## src/rtl/imfe_pkg.sv

```systemverilog
// ----------------------------------------------------------------------------
// imfe_pkg
// shared widths, register codes, reset values and pipeline types for the
// imu motion feature extract unit
// ----------------------------------------------------------------------------
`default_nettype none

package imfe_pkg;

   // sample and result field width
   localparam int FIELD_W = 16;

   // configuration register widths
   localparam int GRAVITY_W = 16;
   localparam int GAIN_W    = 18;
   localparam int CSR_DATA_W  = 18;
   localparam int CSR_INDEX_W = 2;

   // configuration reset values
   localparam logic [GRAVITY_W-1:0] GRAVITY_RESET       = 16'd16384;
   localparam logic [GAIN_W-1:0]    MOTION_GAIN_RESET   = 18'd104858;
   localparam logic [GAIN_W-1:0]    ROTATION_GAIN_RESET = 18'd91072;

   // register index codes
   typedef enum logic [CSR_INDEX_W-1:0] {
      CSR_GRAVITY_LEVEL = 2'd0,
      CSR_MOTION_GAIN   = 2'd1,
      CSR_ROTATION_GAIN = 2'd2
   } csr_index_type;

   // arithmetic widths
   localparam int SQ_W    = 2 * FIELD_W;        // square and sum of squares
   localparam int ROOT_W  = FIELD_W;            // floor sqrt of a 32-bit sum
   localparam int REM_W   = ROOT_W + 2;         // sqrt partial remainder
   localparam int PROD_W  = FIELD_W + GAIN_W;   // gain product
   localparam int SCALE_SHIFT = 16;

   // pipeline depth
   localparam int SQRT_STEPS   = SQ_W / 2;
   localparam int LANE_STAGES  = 2 + SQRT_STEPS;  // squares, sum, root bits
   localparam int MERGE_STAGES = 2;               // product, saturate
   localparam int PIPE_STAGES  = LANE_STAGES + MERGE_STAGES;

   // configuration as seen by the merge stage
   typedef struct packed {
      logic [GRAVITY_W-1:0] gravity_level;
      logic [GAIN_W-1:0]    motion_gain;
      logic [GAIN_W-1:0]    rotation_gain;
   } cfg_type;

   // one step of the digit-by-digit square root
   typedef struct packed {
      logic [REM_W-1:0]  rem;
      logic [ROOT_W-1:0] root;
      logic [SQ_W-1:0]   bits;
   } sqrt_stage_type;

endpackage

`default_nettype wire

```

## src/rtl/imfe_scale_merge.sv

```systemverilog
// ----------------------------------------------------------------------------
// imfe_scale_merge
// merges the two lane magnitudes: gravity deviation, gain products, shift
// by 16 and saturation into the result register
// ----------------------------------------------------------------------------
`default_nettype none

module imfe_scale_merge (
   input  wire logic                                 clock,
   input  wire logic [imfe_pkg::MERGE_STAGES-1:0]    stage_en,
   input  wire imfe_pkg::cfg_type                    cfg,
   input  wire logic [imfe_pkg::ROOT_W-1:0]          accel_mag,
   input  wire logic [imfe_pkg::ROOT_W-1:0]          gyro_mag,
   output logic [imfe_pkg::FIELD_W-1:0]              motion_level,
   output logic [imfe_pkg::FIELD_W-1:0]              rotation_level
);
   import imfe_pkg::*;

   logic [ROOT_W-1:0]  dev;
   logic [PROD_W-1:0]  motion_prod_ff, rotation_prod_ff;
   logic [FIELD_W-1:0] motion_ff, rotation_ff;

   // absolute deviation from one g
   always_comb begin
      if (accel_mag >= cfg.gravity_level) begin
         dev = accel_mag - cfg.gravity_level;
      end else begin
         dev = cfg.gravity_level - accel_mag;
      end
   end

   // gain products
   always_ff @(posedge clock) begin
      if (stage_en[0]) begin
         motion_prod_ff   <= PROD_W'(dev) * PROD_W'(cfg.motion_gain);
         rotation_prod_ff <= PROD_W'(gyro_mag) * PROD_W'(cfg.rotation_gain);
      end
   end

   // shift by 16 and clamp to full scale
   function automatic logic [FIELD_W-1:0] shift_sat(input logic [PROD_W-1:0] p);
      if (|p[PROD_W-1:SCALE_SHIFT+FIELD_W]) begin
         return '1;
      end
      return p[SCALE_SHIFT +: FIELD_W];
   endfunction

   always_ff @(posedge clock) begin
      if (stage_en[1]) begin
         motion_ff   <= shift_sat(motion_prod_ff);
         rotation_ff <= shift_sat(rotation_prod_ff);
      end
   end

   assign motion_level   = motion_ff;
   assign rotation_level = rotation_ff;

endmodule

`default_nettype wire

```

## config.mk

```make
export PLATFORM = sky130hd
export DESIGN_NAME = imfe_scale_merge
export DESIGN_NICKNAME = d
export VERILOG_FILES = /design/src/rtl/imfe_pkg.sv /design/src/rtl/imfe_scale_merge.sv
export SDC_FILE = /design/constraint.sdc
export NUM_CORES = 1
export LEC_CHECK = 0
export ABC_CLOCK_PERIOD_IN_PS = 12020
export BUFFER_PORTS_ARGS = -buffer_cell sky130_fd_sc_hd__buf_2
export CELL_PAD_IN_SITES_DETAIL_PLACEMENT = 1
export CELL_PAD_IN_SITES_GLOBAL_PLACEMENT = 2
export CORE_ASPECT_RATIO = 1.2
export CORE_MARGIN = 2
export CORE_UTILIZATION = 41
export CTS_BUF_LIST = sky130_fd_sc_hd__clkbuf_16
export CTS_CLUSTER_SIZE = 40
export DETAILED_ROUTE_END_ITERATION = 7
export PLACE_DENSITY = 0.86
export SETUP_SLACK_MARGIN = 0.15
export SYNTH_ARGS = -nofsm -noshare
export SYNTH_HDL_FRONTEND = slang
export SYNTH_SLANG_ARGS = --single-unit
```

## constraint.sdc

```tcl
create_clock -name clock -period 12.02 [get_ports clock]
set_input_delay 2.404 -clock clock [delete_from_list [all_inputs] [get_ports clock]]
set_output_delay 2.404 -clock clock [all_outputs]
set_load 0.02 [all_outputs]
```

* Word level (Yosys, flattened, before mapping) *
Index checks and enable logic that the tools add are counted.
W data, S select, Z words.

storage, ports and cells
  flip-flop bits (word level) = 100
  input bits = 87
  output and inout bits = 32
  logic and storage cells = 20

cells by class
  add/subtract/negate cells = 2
  multiply operators = 2
  order comparisons = 1
  multiplexer cells = 9
  reductions and logical operators = 2

operators by type and width
  cell              number
  $mux W16          5
  $mul A16 B18 Y34  2
  $sub A16 B16 Y16  2
  $ge A16 B16 Y1    1
  $mux W1           4
  $reduce_or A2 Y1  2

* Longest topological paths before layout *
  depth in word-level cells = 4
  depth in mapped cells = 37
  mapped depth without buffers = 34

* Least setup slack after synthesis *
OpenSTA, ideal clock, no wires.

  kind = input -> register
  start = input cfg[45] (netlist bit)
  end = register motion_prod_ff[33] (data pin)
  setup time = 0.264 ns
  arrival time = 9.890 ns
  required time = 11.756 ns
  slack = 1.866 ns
  stages on the path = 30
  path buffers = 2
  cell sequence = inv_1 ha_1 buf_4 and3_4 nand4_1 o21bai_4 a41oi_4 mux2_2 a31oi_1 a21boi_0 xnor2_1 buf_4 nand2_1 fa_1 inv_1 fa_1 fa_1 fa_1 fa_1 inv_1 fa_1 inv_1 ha_1 and3_1 and2_1 a22o_1 a311oi_4 o21ai_1 a221oi_1 xnor2_1

between the ends
  longest elaborated chain between the ends = 3
  elaborated cells between the ends (all ways) = 5
  those cells by class = add/sub (2); mul (1); order compare (1); mux (1)

ends and longest elaborated chain
  element                                   line                    source
  from (decl)                               imfe_scale_merge.sv:11  input wire imfe_pkg::cfg_type cfg,
  $sub A16 B16 Y16 (tied with other cells)  imfe_scale_merge.sv:28  dev = cfg.gravity_level - accel_mag;
  $mux W16 *                                imfe_scale_merge.sv:25  if (accel_mag >= cfg.gravity_level) begin
  $mul A16 B18 Y34 *                        imfe_scale_merge.sv:35  motion_prod_ff <= PROD_W'(dev) * PROD_W'(cfg.motion_gain);
  to (signal assigned)                      imfe_scale_merge.sv:35
  to (decl)                                 imfe_scale_merge.sv:20  logic [PROD_W-1:0] motion_prod_ff, rotation_prod_ff;

Every way passes the cells marked *; elsewhere a longest branch is shown, timed or not.
A chain may end at the register's enable or synchronous reset.

* Final worst setup path *
  start = input cfg[44] (netlist bit)
  end = register motion_prod_ff[33] (data pin)

Same word-level chain as after synthesis.

==> flow_summary_export.csv <==
group,metric,value,unit
grt,grt.overflow.total,0,
synth,synth-edff-count,68,
floorplan,initial_core_util,0.414,
synth,ys.warnings.count,0,
floorplan,num_rows,93,
timing,rsz0062_at_grt,"false",
placed_design,gp_congestion,0.879,
worst_setup_path,cp_num_cells,32,
cells_and_area,drive_gt1_frac,0.0709,
cells_and_area,area_growth,6.48,%
drt,dr.pass1.iters,4,
cts,h-tree-depth,3,
job,maxCapViolCount,0,
cts,cts_root_buf,"clkbuf_16",
cts,clk_pin_slew,0.05,ns
floorplan,die_w,216,µm
timing,fin_crit_sh,0.926,
synth,ys_seq_elements,68,
cts,cts_made_buffers,9,
synth,postSynth.asyncResetShare,0,
floorplan,core,53500,µm²
grt,met2_usage,0.447,
cts,post_cts_buffers,0,
synth,ys_seq_area_frac,0.0922,
worst_setup_path,start_kind,"primary input",
grt,grt_pass1_wl,99000,µm
timing,clock_skew,0.00432,ns
grt,top_usage_layer,"met2",
cells_and_area,num-nets-final,3203,
floorplan,fp.dieArea,55900,µm²
cells_and_area,final_common_cell,"inv_1",
synth,yosysUniqueCellTypes,73,
timing,worst_slew_pin_slew,0.970,ns
drt,final_antenna_net_count,0,
drt,vias_per_cell,5.13,
grt,met3_usage,0.0161,
timing,maxSlewViolCount,0,
worst_setup_path,worstSetupEndpointType,"register",
timing,slew-limit-headroom,0.350,
drt,route.detailed.drc,0,
grt,antenna_found_initial,1,
synth,synth_flop_cell,"edfxtp_1",
worst_setup_path,crit_slowest_cell,"xnor2_2",
drt,vias,16187,
drt,drt_iter0_drc,448,
grt,grtUsageTotal,0.222,
synth,syn-num-nets,3152,
cts,cts-resized-gates,0,
floorplan,ios,119,
worst_setup_path,path_max_fanout,18,
grt,grt_util_met1,0.246,
worst_setup_path,slowest_delay,0.65,ns
timing,fmax,89.8,MHz
grt,grt_max_degree,37,
grt,grt_pass1_vias,19322,
placed_design,portBuffers,118,
worst_setup_path,cp_num_buf_inv,7,
drt,routedWlPerCell,19.1,µm
worst_setup_path,worstPathRequired,12.09,ns
timing,hold_violations,0,
floorplan,die_height,259,µm
worst_setup_path,r2r_cells,1,
hold_path,min_path_type,"register to register",
drt,wl,60300,µm
worst_setup_path,cp.arrival,11.21,ns
synth,netlist_area,22100,µm²
cts,clock_path_buffers,2,
worst_setup_path,worstSetupPathType,"primary input to register",
timing,min_period,11.14,ns
cells_and_area,most-common-layout-cells,"inv_1 (532), fa_1 (444), nand2_1 (326)",
cts,cts-hold-fix-buffers,0,
synth,postSynthCellCount,2384,
cts,cts_sinks,68,
status,outcome,"finished, final reports clean",
cts,cts_tree,"yes",
worst_setup_path,crit_family,"adder cells",
cts,insertion_delay,0.33,ns
hold_path,min_path_cells,1,
synth,avgSynthCellArea,9.29,µm²
timing,finalSetupViolations,0,
timing,finalSetupTns,0,ns
placed_design,dp_hpwl,49600,µm
-- per-layer routing --
layer | vias up | part of all wire | wire length, µm
met5 | - | 0 | 0
met4 | 0 | 0.030 | 1800
met3 | 115 | 0.022 | 1340
met2 | 276 | 0.57 | 34100
met1 | 8454 | 0.38 | 23000
li1 | 7342 | - | -
-- area by class of cell --
class | instances | area, µm²
diodes | 1 | 2.50
clock buffers | 9 | 225
clock inverters | 7 | 35.0
fillers | 6240 | 30000
inverters | 531 | 1990
multi-input cells | 1693 | 17700
flip-flops and latches | 68 | 2040
well taps | 712 | 891
repair buffers | 132 | 696
-- flip-flops by register name, summed over array words and instances (netlist names) --
register,count
motion_level,16
motion_prod_ff,18
rotation_level,16
rotation_prod_ff,18
-- synthesized netlist by cell type, types with 3 or more instances --
cell	number	area (µm²)
o21a_1	7	52.6
nor2_1	31	116
nor3_1	13	65.1
nand4_1	9	56.3
buf_2	8	40.0
or4_1	3	22.5
and2_1	238	1490
nand2_1	326	1220
buf_4	8	60.1
clkbuf_1	72	270
ha_1	237	2970
nand3b_1	11	82.6
nand2b_1	23	144
and3_1	5	31.3
and3b_1	10	87.6
xnor2_1	30	263
or3_1	32	200
a21o_1	40	300
and2b_1	9	67.6
nor4_1	3	18.8
nor2b_1	24	150
o21ai_0	30	150
inv_1	531	1990
xor2_2	3	48.8
a31oi_1	10	62.6
nand3_1	16	80.1
mux2i_1	7	70.1
edfxtp_1	68	2040
mux2_2	4	45.0
a211oi_1	4	30.0
a21oi_1	57	285
fa_1	444	8890
buf_6	4	45.0
xor2_1	14	123
o31ai_1	3	22.5
-- kinds of logic after synthesis --
family	share of synthesized area
AO/OA/AOI/OAI	0.0597
adder cells (fa/ha/maj)	0.535
XOR/XNOR	0.0211
flip-flops	0.0922
multiplexers	0.00706
buffers and inverters	0.109
AND/OR/NAND/NOR	0.176
-- worst paths after layout --
path                              from                 end  slack [ns]
setup / recovery               cfg[44]  motion_prod_ff[33]        0.88
hold / removal    rotation_prod_ff[27]  rotation_level[11]        0.50
setup reg to reg  rotation_prod_ff[33]  rotation_level[15]       10.75
hold reg to reg   rotation_prod_ff[27]  rotation_level[11]        0.50
-- metrics by stage --
step	area [µm²]	util	std cells	hold WS [ns]	setup slack [ns]
floorplan	22100	-	2384	0.475	1.87
global placement	23300	0.435	3136	0.486	0.799
detailed placement	23300	0.435	3136	0.489	0.518
CTS	23600	0.440	3152	0.501	0.876
global route	23600	0.440	3153	0.518	0.313
finish	23600	0.440	3153	0.500	0.885
Power is not shown: default switching activity piles up to over one toggle a cycle in this logic, so the estimate is an artifact.
