File: config.mk
export PLATFORM = sky130hd
export DESIGN_NAME = imfe_mag_lane
export DESIGN_NICKNAME = d
export VERILOG_FILES = /design/src/rtl/imfe_pkg.sv /design/src/rtl/imfe_mag_lane.sv
export SDC_FILE = /design/constraint.sdc
export NUM_CORES = 2
export LEC_CHECK = 0
export BUFFER_PORTS_ARGS = -buffer_cell sky130_fd_sc_hd__buf_2
export CAP_MARGIN = 20
export CORE_MARGIN = 2
export CORE_UTILIZATION = 30
export CTS_BUF_LIST = sky130_fd_sc_hd__clkbuf_16
export DETAILED_ROUTE_END_ITERATION = 10
export GPL_TIMING_DRIVEN = 0
export HOLD_SLACK_MARGIN = 0.03
export SETUP_SLACK_MARGIN = 0.4
export SYNTH_ARGS = -nofsm -noshare
export SYNTH_HDL_FRONTEND = slang
export SYNTH_SLANG_ARGS = --single-unit
File: constraint.sdc
create_clock -name clock -period 18.25 [get_ports clock]
set_clock_uncertainty 0.05 [all_clocks]
set_input_delay 0 -clock clock [delete_from_list [all_inputs] [get_ports clock]]
set_output_delay 0 -clock clock [all_outputs]
set_load 0.02 [all_outputs]
File: src/rtl/imfe_pkg.sv
// ----------------------------------------------------------------------------
// imfe_pkg
// shared widths, register codes, reset values and pipeline types for the
// imu motion feature extract unit
// ----------------------------------------------------------------------------
`default_nettype none

package imfe_pkg;

   // sample and result field width
   localparam int FIELD_W = 16;

   // configuration register widths
   localparam int GRAVITY_W = 16;
   localparam int GAIN_W    = 18;
   localparam int CSR_DATA_W  = 18;
   localparam int CSR_INDEX_W = 2;

   // configuration reset values
   localparam logic [GRAVITY_W-1:0] GRAVITY_RESET       = 16'd16384;
   localparam logic [GAIN_W-1:0]    MOTION_GAIN_RESET   = 18'd104858;
   localparam logic [GAIN_W-1:0]    ROTATION_GAIN_RESET = 18'd91072;

   // register index codes
   typedef enum logic [CSR_INDEX_W-1:0] {
      CSR_GRAVITY_LEVEL = 2'd0,
      CSR_MOTION_GAIN   = 2'd1,
      CSR_ROTATION_GAIN = 2'd2
   } csr_index_type;

   // arithmetic widths
   localparam int SQ_W    = 2 * FIELD_W;        // square and sum of squares
   localparam int ROOT_W  = FIELD_W;            // floor sqrt of a 32-bit sum
   localparam int REM_W   = ROOT_W + 2;         // sqrt partial remainder
   localparam int PROD_W  = FIELD_W + GAIN_W;   // gain product
   localparam int SCALE_SHIFT = 16;

   // pipeline depth
   localparam int SQRT_STEPS   = SQ_W / 2;
   localparam int LANE_STAGES  = 2 + SQRT_STEPS;  // squares, sum, root bits
   localparam int MERGE_STAGES = 2;               // product, saturate
   localparam int PIPE_STAGES  = LANE_STAGES + MERGE_STAGES;

   // configuration as seen by the merge stage
   typedef struct packed {
      logic [GRAVITY_W-1:0] gravity_level;
      logic [GAIN_W-1:0]    motion_gain;
      logic [GAIN_W-1:0]    rotation_gain;
   } cfg_type;

   // one step of the digit-by-digit square root
   typedef struct packed {
      logic [REM_W-1:0]  rem;
      logic [ROOT_W-1:0] root;
      logic [SQ_W-1:0]   bits;
   } sqrt_stage_type;

endpackage

`default_nettype wire

File: src/rtl/imfe_mag_lane.sv
// ----------------------------------------------------------------------------
// imfe_mag_lane
// one vector lane: squares the three axes, sums them and takes the floor
// square root one result bit per stage
// ----------------------------------------------------------------------------
`default_nettype none

module imfe_mag_lane (
   input  wire logic                                    clock,
   input  wire logic [imfe_pkg::LANE_STAGES-1:0]        stage_en,
   input  wire logic signed [imfe_pkg::FIELD_W-1:0]     axis_x,
   input  wire logic signed [imfe_pkg::FIELD_W-1:0]     axis_y,
   input  wire logic signed [imfe_pkg::FIELD_W-1:0]     axis_z,
   output logic [imfe_pkg::ROOT_W-1:0]                  magnitude
);
   import imfe_pkg::*;

   // one root bit: bring down two bits, try (root << 2) | 1
   function automatic sqrt_stage_type sqrt_step(input sqrt_stage_type s);
      logic [REM_W-1:0] shifted;
      logic [REM_W-1:0] trial;
      sqrt_stage_type   r;
      shifted = {s.rem[REM_W-3:0], s.bits[SQ_W-1 -: 2]};
      trial   = {s.root, 2'b01};
      if (shifted >= trial) begin
         r.rem  = shifted - trial;
         r.root = {s.root[ROOT_W-2:0], 1'b1};
      end else begin
         r.rem  = shifted;
         r.root = {s.root[ROOT_W-2:0], 1'b0};
      end
      r.bits = {s.bits[SQ_W-3:0], 2'b00};
      return r;
   endfunction

   logic [SQ_W-1:0] sq_x_ff, sq_y_ff, sq_z_ff;
   logic [SQ_W-1:0] sum_ff;
   sqrt_stage_type  st_ff [SQRT_STEPS];
   sqrt_stage_type  st_in [SQRT_STEPS];
   sqrt_stage_type  seed;

   // stage 0: axis squares, sign extended to full width first
   always_ff @(posedge clock) begin
      if (stage_en[0]) begin
         sq_x_ff <= $unsigned(SQ_W'(axis_x) * SQ_W'(axis_x));
         sq_y_ff <= $unsigned(SQ_W'(axis_y) * SQ_W'(axis_y));
         sq_z_ff <= $unsigned(SQ_W'(axis_z) * SQ_W'(axis_z));
      end
   end

   // stage 1: sum of squares, at most 3 * 2^30 so it fits 32 bits
   always_ff @(posedge clock) begin
      if (stage_en[1]) begin
         sum_ff <= sq_x_ff + sq_y_ff + sq_z_ff;
      end
   end

   // root stages, msb first
   always_comb begin
      seed.rem  = '0;
      seed.root = '0;
      seed.bits = sum_ff;
      st_in[0]  = sqrt_step(seed);
      for (int j = 1; j < SQRT_STEPS; j++) begin
         st_in[j] = sqrt_step(st_ff[j-1]);
      end
   end

   always_ff @(posedge clock) begin
      for (int j = 0; j < SQRT_STEPS; j++) begin
         if (stage_en[2+j]) begin
            st_ff[j] <= st_in[j];
         end
      end
   end

   assign magnitude = st_ff[SQRT_STEPS-1].root;

endmodule

`default_nettype wire

== Word-level counts from Yosys, hierarchy flattened ==
Memories as Yosys holds them, arrays and structs flattened.
Cells that the tools add are included.

* Order comparisons: 16
* Mux-type cells: 48
* Add/sub/neg operators: 18
* Multiply operators: 3

{| class="wikitable"
|+ Operators with widths
! cell !! count
|-
| 34-bit 2-to-1 mux || 16
|-
| 18-bit >= comparator || 15
|-
| 18-bit subtractor || 15
|-
| 16-bit by 16-bit multiplier with 32-bit output || 3
|-
| 32-bit adder || 2
|-
| 1-bit 2-to-1 mux || 32
|-
| 2-bit by 1-bit subtractor with 3-bit output (second input constant) || 1
|-
| 2-bit by 1-bit >= comparator with 1-bit output (second input constant) || 1
|}

* Output and inout port bits: 16
* Memory bits (writable): 1024
* Input bits: 67
* Memories kept: 1
* Logic and storage cells: 90
* Flip-flop bits (word level): 128

{| class="wikitable"
|+ Memories
! name !! words !! width !! rd ports !! clocked after memory_dff !! wr ports !! line !! source
|-
| st_ff || 16 || 64 || 16 || 0 || 16 || imfe_mag_lane.sv:38 || <nowiki>sqrt_stage_type st_ff [SQRT_STEPS];</nowiki>
|}

== Depth between registers and ports, before layout ==
An unclocked memory read counts as a cell.

* Word-level depth: 3
* Mapped depth: 25
* Mapped depth without buffers: 24

== Worst setup path before layout ==
No wires, ideal clock.

* Path type: in2reg
* Start: in axis_y[15] (netlist bit)
* End: reg sq_y_ff[30] (data pin)
* Setup slack: 12.002 ns
* Cell stages on the path: 22
* Data required time: 17.939 ns
* Path buffers: 2
* Data arrival time: 5.937 ns
* Setup time: 0.261 ns
* Path through: clkbuf_1 > clkbuf_1 > and2_1 > fa_1 > fa_1 > inv_1 > fa_1 > inv_1 > fa_1 > fa_1 > inv_1 > fa_1 > inv_1 > ha_1 > nand4_1 > nor3_1 > o221ai_1 > nor4b_2 > o31ai_1 > a21oi_1 > o211a_1 > a311o_1

* Longest elaborated chain between the ends: 1

{| class="wikitable"
|+ Ends and longest elaborated chain
! what !! line !! source
|-
| start, declared || imfe_mag_lane.sv:12 || <nowiki>input wire logic signed [imfe_pkg::FIELD_W-1:0] axis_y,</nowiki>
|-
| 16-bit by 16-bit multiplier with 32-bit output || imfe_mag_lane.sv:46 || <nowiki>sq_y_ff <= $unsigned(SQ_W'(axis_y) * SQ_W'(axis_y));</nowiki>
|-
| end signal, assigned || imfe_mag_lane.sv:46 ||
|-
| end, declared || imfe_mag_lane.sv:36 || <nowiki>logic [SQ_W-1:0] sq_x_ff, sq_y_ff, sq_z_ff;</nowiki>
|}

Every way passes these cells.
A chain may end at the register's enable or synchronous reset.

== Worst setup path in the final report ==
* Start: in axis_y[1] (netlist bit)
* End: reg sq_y_ff[31] (data pin)

Same word-level chain as after synthesis.

==> metrics.md <==
| Metric | Value |
|---|---|
| Max incr delay on CP | `0.54 ns` |
| Resize count post-CTS | `0` |
| Slew margin rel. | `35.0%` |
| Cell taking the most area after synthesis | `edfxtp_1` |
| Pins Over Slew Limit | `0` |
| Synth top cells by count | `1158 x inv_1, 735 x fa_1, 725 x edfxtp_1` |
| Gpl congestion | `0.868` |
| Worst Hold Class | `input port to register` |
| Fmax | `0.138 GHz` |
| Setup WS post-layout | `10.98 ns` |
| Depth of the worst register-to-register path | `13` |
| Post-CTS Setup Repair Bufs | `0` |
| Layout fillers | `19.8k` |
| Routed Antenna Nets | `0` |
| Core area | `0.197 mm^2` |
| Reg clk slew, reported paths | `0.06 ns` |
| Vias per cell | `4.45` |
| Setup CP Type | `input port to register` |
| RSZ-0062 raised after global routing | `no` |
| Dpl ws | `10.81 ns` |
| CTS buffer count | `76` |
| H-tree depth | `3` |
| Most common flop cell mapped by yosys | `edfxtp_1` |
| Placed Instances | `7970` |
| Vias | `36.2k` |
| Status | `finished clean` |
| DP HPWL | `102000 um` |
| Share of cells above drive strength 1 | `about 5.3%` |
| Most common cell in the netlist | `inv_1` |
| Worst hold path depth | `4` |
| Worst R2R End | `sum_ff[31]` |
| Antenna violations before repair | `5` |
| WHS Endpoint | `sq_y_ff[3]` |
| Sequential share of the synthesized area | `36.7%` |
| First-pass GRT wire length | `202000 um` |
| Worst-path cell chain | `dlygate4sd3_1 > buf_2 > clkbuf_1 > clkbuf_1 > nand2_1 > fa_1 > fa_1 > fa_1 > inv_1 > fa_1 > fa_1 > inv_1 > fa_1 > inv_1 > ha_1 > a21oi_1 > o221ai_1 > a211oi_1 > nand3_1 > a41oi_1 > nor3_1 > o31a_1 > nor2_1 > xnor2_1` |
| Mapped Area | `0.0594 mm^2` |
| Critical path's most frequent cell | `fa_1` |
| Critical path's slowest cell | `fa_1` |
| Area Overhead vs Synth | `10.9%` |
| Final-report hold violation count | `0` |
| DRT Wirelength | `between 100000 and 150000 um` |
| Largest cells by area after synthesis | `edfxtp_1 37%, fa_1 25%, ha_1 9.4%` |
| Number of global-route vias before repair | `around 40k` |
| Setup crit end kind | `register` |
| Min cycle time layout | `a little over 7 ns` |
| Initial core utilization | `30.1%` |
| Wire per inst | `15.2 um` |
| Synth top area share | `36.7%` |
| DRC | `0` |
| Die Span Y | `449 um` |
| Synth unique cells | `80` |
| Reg2reg setup slack | `approximately 14 ns` |
| Die Span X | `449 um` |
| Port bufs | `79` |
| Hold_sp | `axis_y[2]` |
| Tightest Pin Transition | `about 0.97 ns` |
| Syn Inst Count | `5250` |
| Largest net degree at the start of global routing | `68` |
| CTS sink cnt | `725` |
| IO Count | `83` |
| CTS tree | `done` |
| Worst Path Max Fanout | `10` |
| Yosys warns | `0` |
| Worst r2r src | `sq_y_ff[3]` |
| Final setup viols | `0` |
| Num rows | `163` |
| Clock latency on the worst-skew pair | `0.65 ns` |
| Worst Path Required | `18.57 ns` |
| Finished Layout Cells | `8133` |
| Top cell family by delay on the critical path | `adder cells` |
| Crit start category | `input port` |
| Post-synth EDFFs | `725` |
| Critical Path AT | `7.59 ns` |
| Die area | `0.202 mm^2` |
| Post-synthesis async set-or-reset flop share | `0%` |
| Hold-fix buffers, CTS | `24` |
| CTS root buf | `clkbuf_16` |
| Synthesized net count | `6500` |
| Nets | `6682` |
| Synth Register Bits | `725` |
| Gr usage total | `12.4%` |
| Fin crit share | `39.8%` |
| Sum Neg Setup Slack | `0 ns` |
| Syn avg cell area | `11.3 um^2` |
| Overflow after GRT | `0` |
| CP bufs+invs | `7` |
| Max Root-Sink Buffers | `3` |
| Max-cap violations | `0` |
| DR iter-0 viols | `about 1.5k` |
| Pre-Repair DR Iteration Count | `6` |
sequential cells by signal (all words and copies together), names as in the netlist:
signal,cells
sq_z_ff,31
sum_ff,32
sq_y_ff,31
sq_x_ff,31
st_ff,600
cell usage in the layout (no fill, tap or decap), types with 11 or more instances in the layout:
master | synthesis | layout
mux2_2 | 27 | 27
a21boi_0 | 17 | 17
clkbuf_1 | 82 | 82
nor4_1 | 19 | 19
and3_1 | 20 | 20
a21oi_1 | 219 | 219
nand3_1 | 49 | 49
ha_1 | 448 | 448
xnor2_1 | 207 | 207
o21bai_1 | 17 | 17
clkbuf_16 | 0 | 78
fa_1 | 735 | 735
nor3_1 | 63 | 63
buf_4 | 16 | 17
a211oi_1 | 13 | 13
o21ai_1 | 11 | 11
buf_2 | 6 | 84
dlygate4sd3_1 | 0 | 24
nand2b_1 | 42 | 42
or3_1 | 15 | 15
o21a_1 | 53 | 53
nor2_1 | 258 | 258
nand4_1 | 26 | 26
or4_1 | 12 | 12
nand2_1 | 338 | 338
a31o_2 | 17 | 17
edfxtp_1 | 725 | 725
and2_1 | 141 | 141
o31ai_1 | 17 | 17
or2_2 | 22 | 22
a31oi_1 | 14 | 14
a21o_1 | 72 | 72
o21ai_0 | 119 | 119
nor2b_1 | 48 | 48
inv_1 | 1158 | 1179
xor2_1 | 102 | 102
how the worst max path moves through the flow:
stage                       end        from  cells after the start  slack (ns)
global placement    sq_x_ff[31]   axis_x[5]                     22       10.82
global route        sq_y_ff[31]   axis_y[1]                     24       10.74
finish              sq_y_ff[31]   axis_y[1]                     24       10.98
detailed placement  sq_y_ff[31]  axis_y[15]                     24       10.81
floorplan           sq_y_ff[30]  axis_y[15]                     22       12.00
CTS                 sq_y_ff[31]   axis_y[1]                     24       11.05
layer usage:
metal | wire (um) | track usage, %
met5 | 0 | 0
met4 | 3850 | 3.97
met3 | 3500 | 1.47
met2 | 65800 | 23.6
met1 | 50100 | 14.3
cell type report:
type                            instances  area [um^2]  share of cell area (%)
Timing Repair Buffer                  104          666                    1.01
Multi-Input combinational cell       3256        32800                    49.8
Buffer                                108          480                   0.729
Antenna cell                            2         5.00                 0.00760
Inverter                             1161         4360                    6.62
Clock inverter                         59          566                   0.859
Tap cell                             2640         3300                    5.01
Clock buffer                           78         1950                    2.96
Sequential cell                       725        21800                    33.0
stage by stage:
step / utilization [%] / cell area, um^2 / hold WS, ns
6_report: 33.4 / 65900 / 0.0944
4_1_cts: 33.4 / 65900 / 0.0345
2_1_floorplan: - / 59400 / 0.0489
3_5_place_dp: 32.0 / 63100 / 0.275
5_1_grt: 33.4 / 65900 / 0.105
3_3_place_gp: 32.0 / 63100 / 0.277
logic make-up after synthesis:
| kind of cell | share of synthesized area, % |
|---|---|
| AOI/OAI and AO/OA | 6.85 |
| xor gates and xnor gates | 4.56 |
| adders and majority gates | 34.2 |
| buffers and inverters | 8.15 |
| DFF | 36.7 |
| muxes | 0.689 |
| other | 0.00632 |
| and+or+nand+nor | 8.87 |
worst min-delay path: cells and delay by family:
family | cells | cell delay [ns]
adders and majority gates | 2 | 0.27
and+or+nand+nor | 1 | 0.20
buffers and inverters | 1 | 0.21
Power is not shown: default switching activity piles up to over one toggle a cycle in this logic, so the estimate is an artifact.
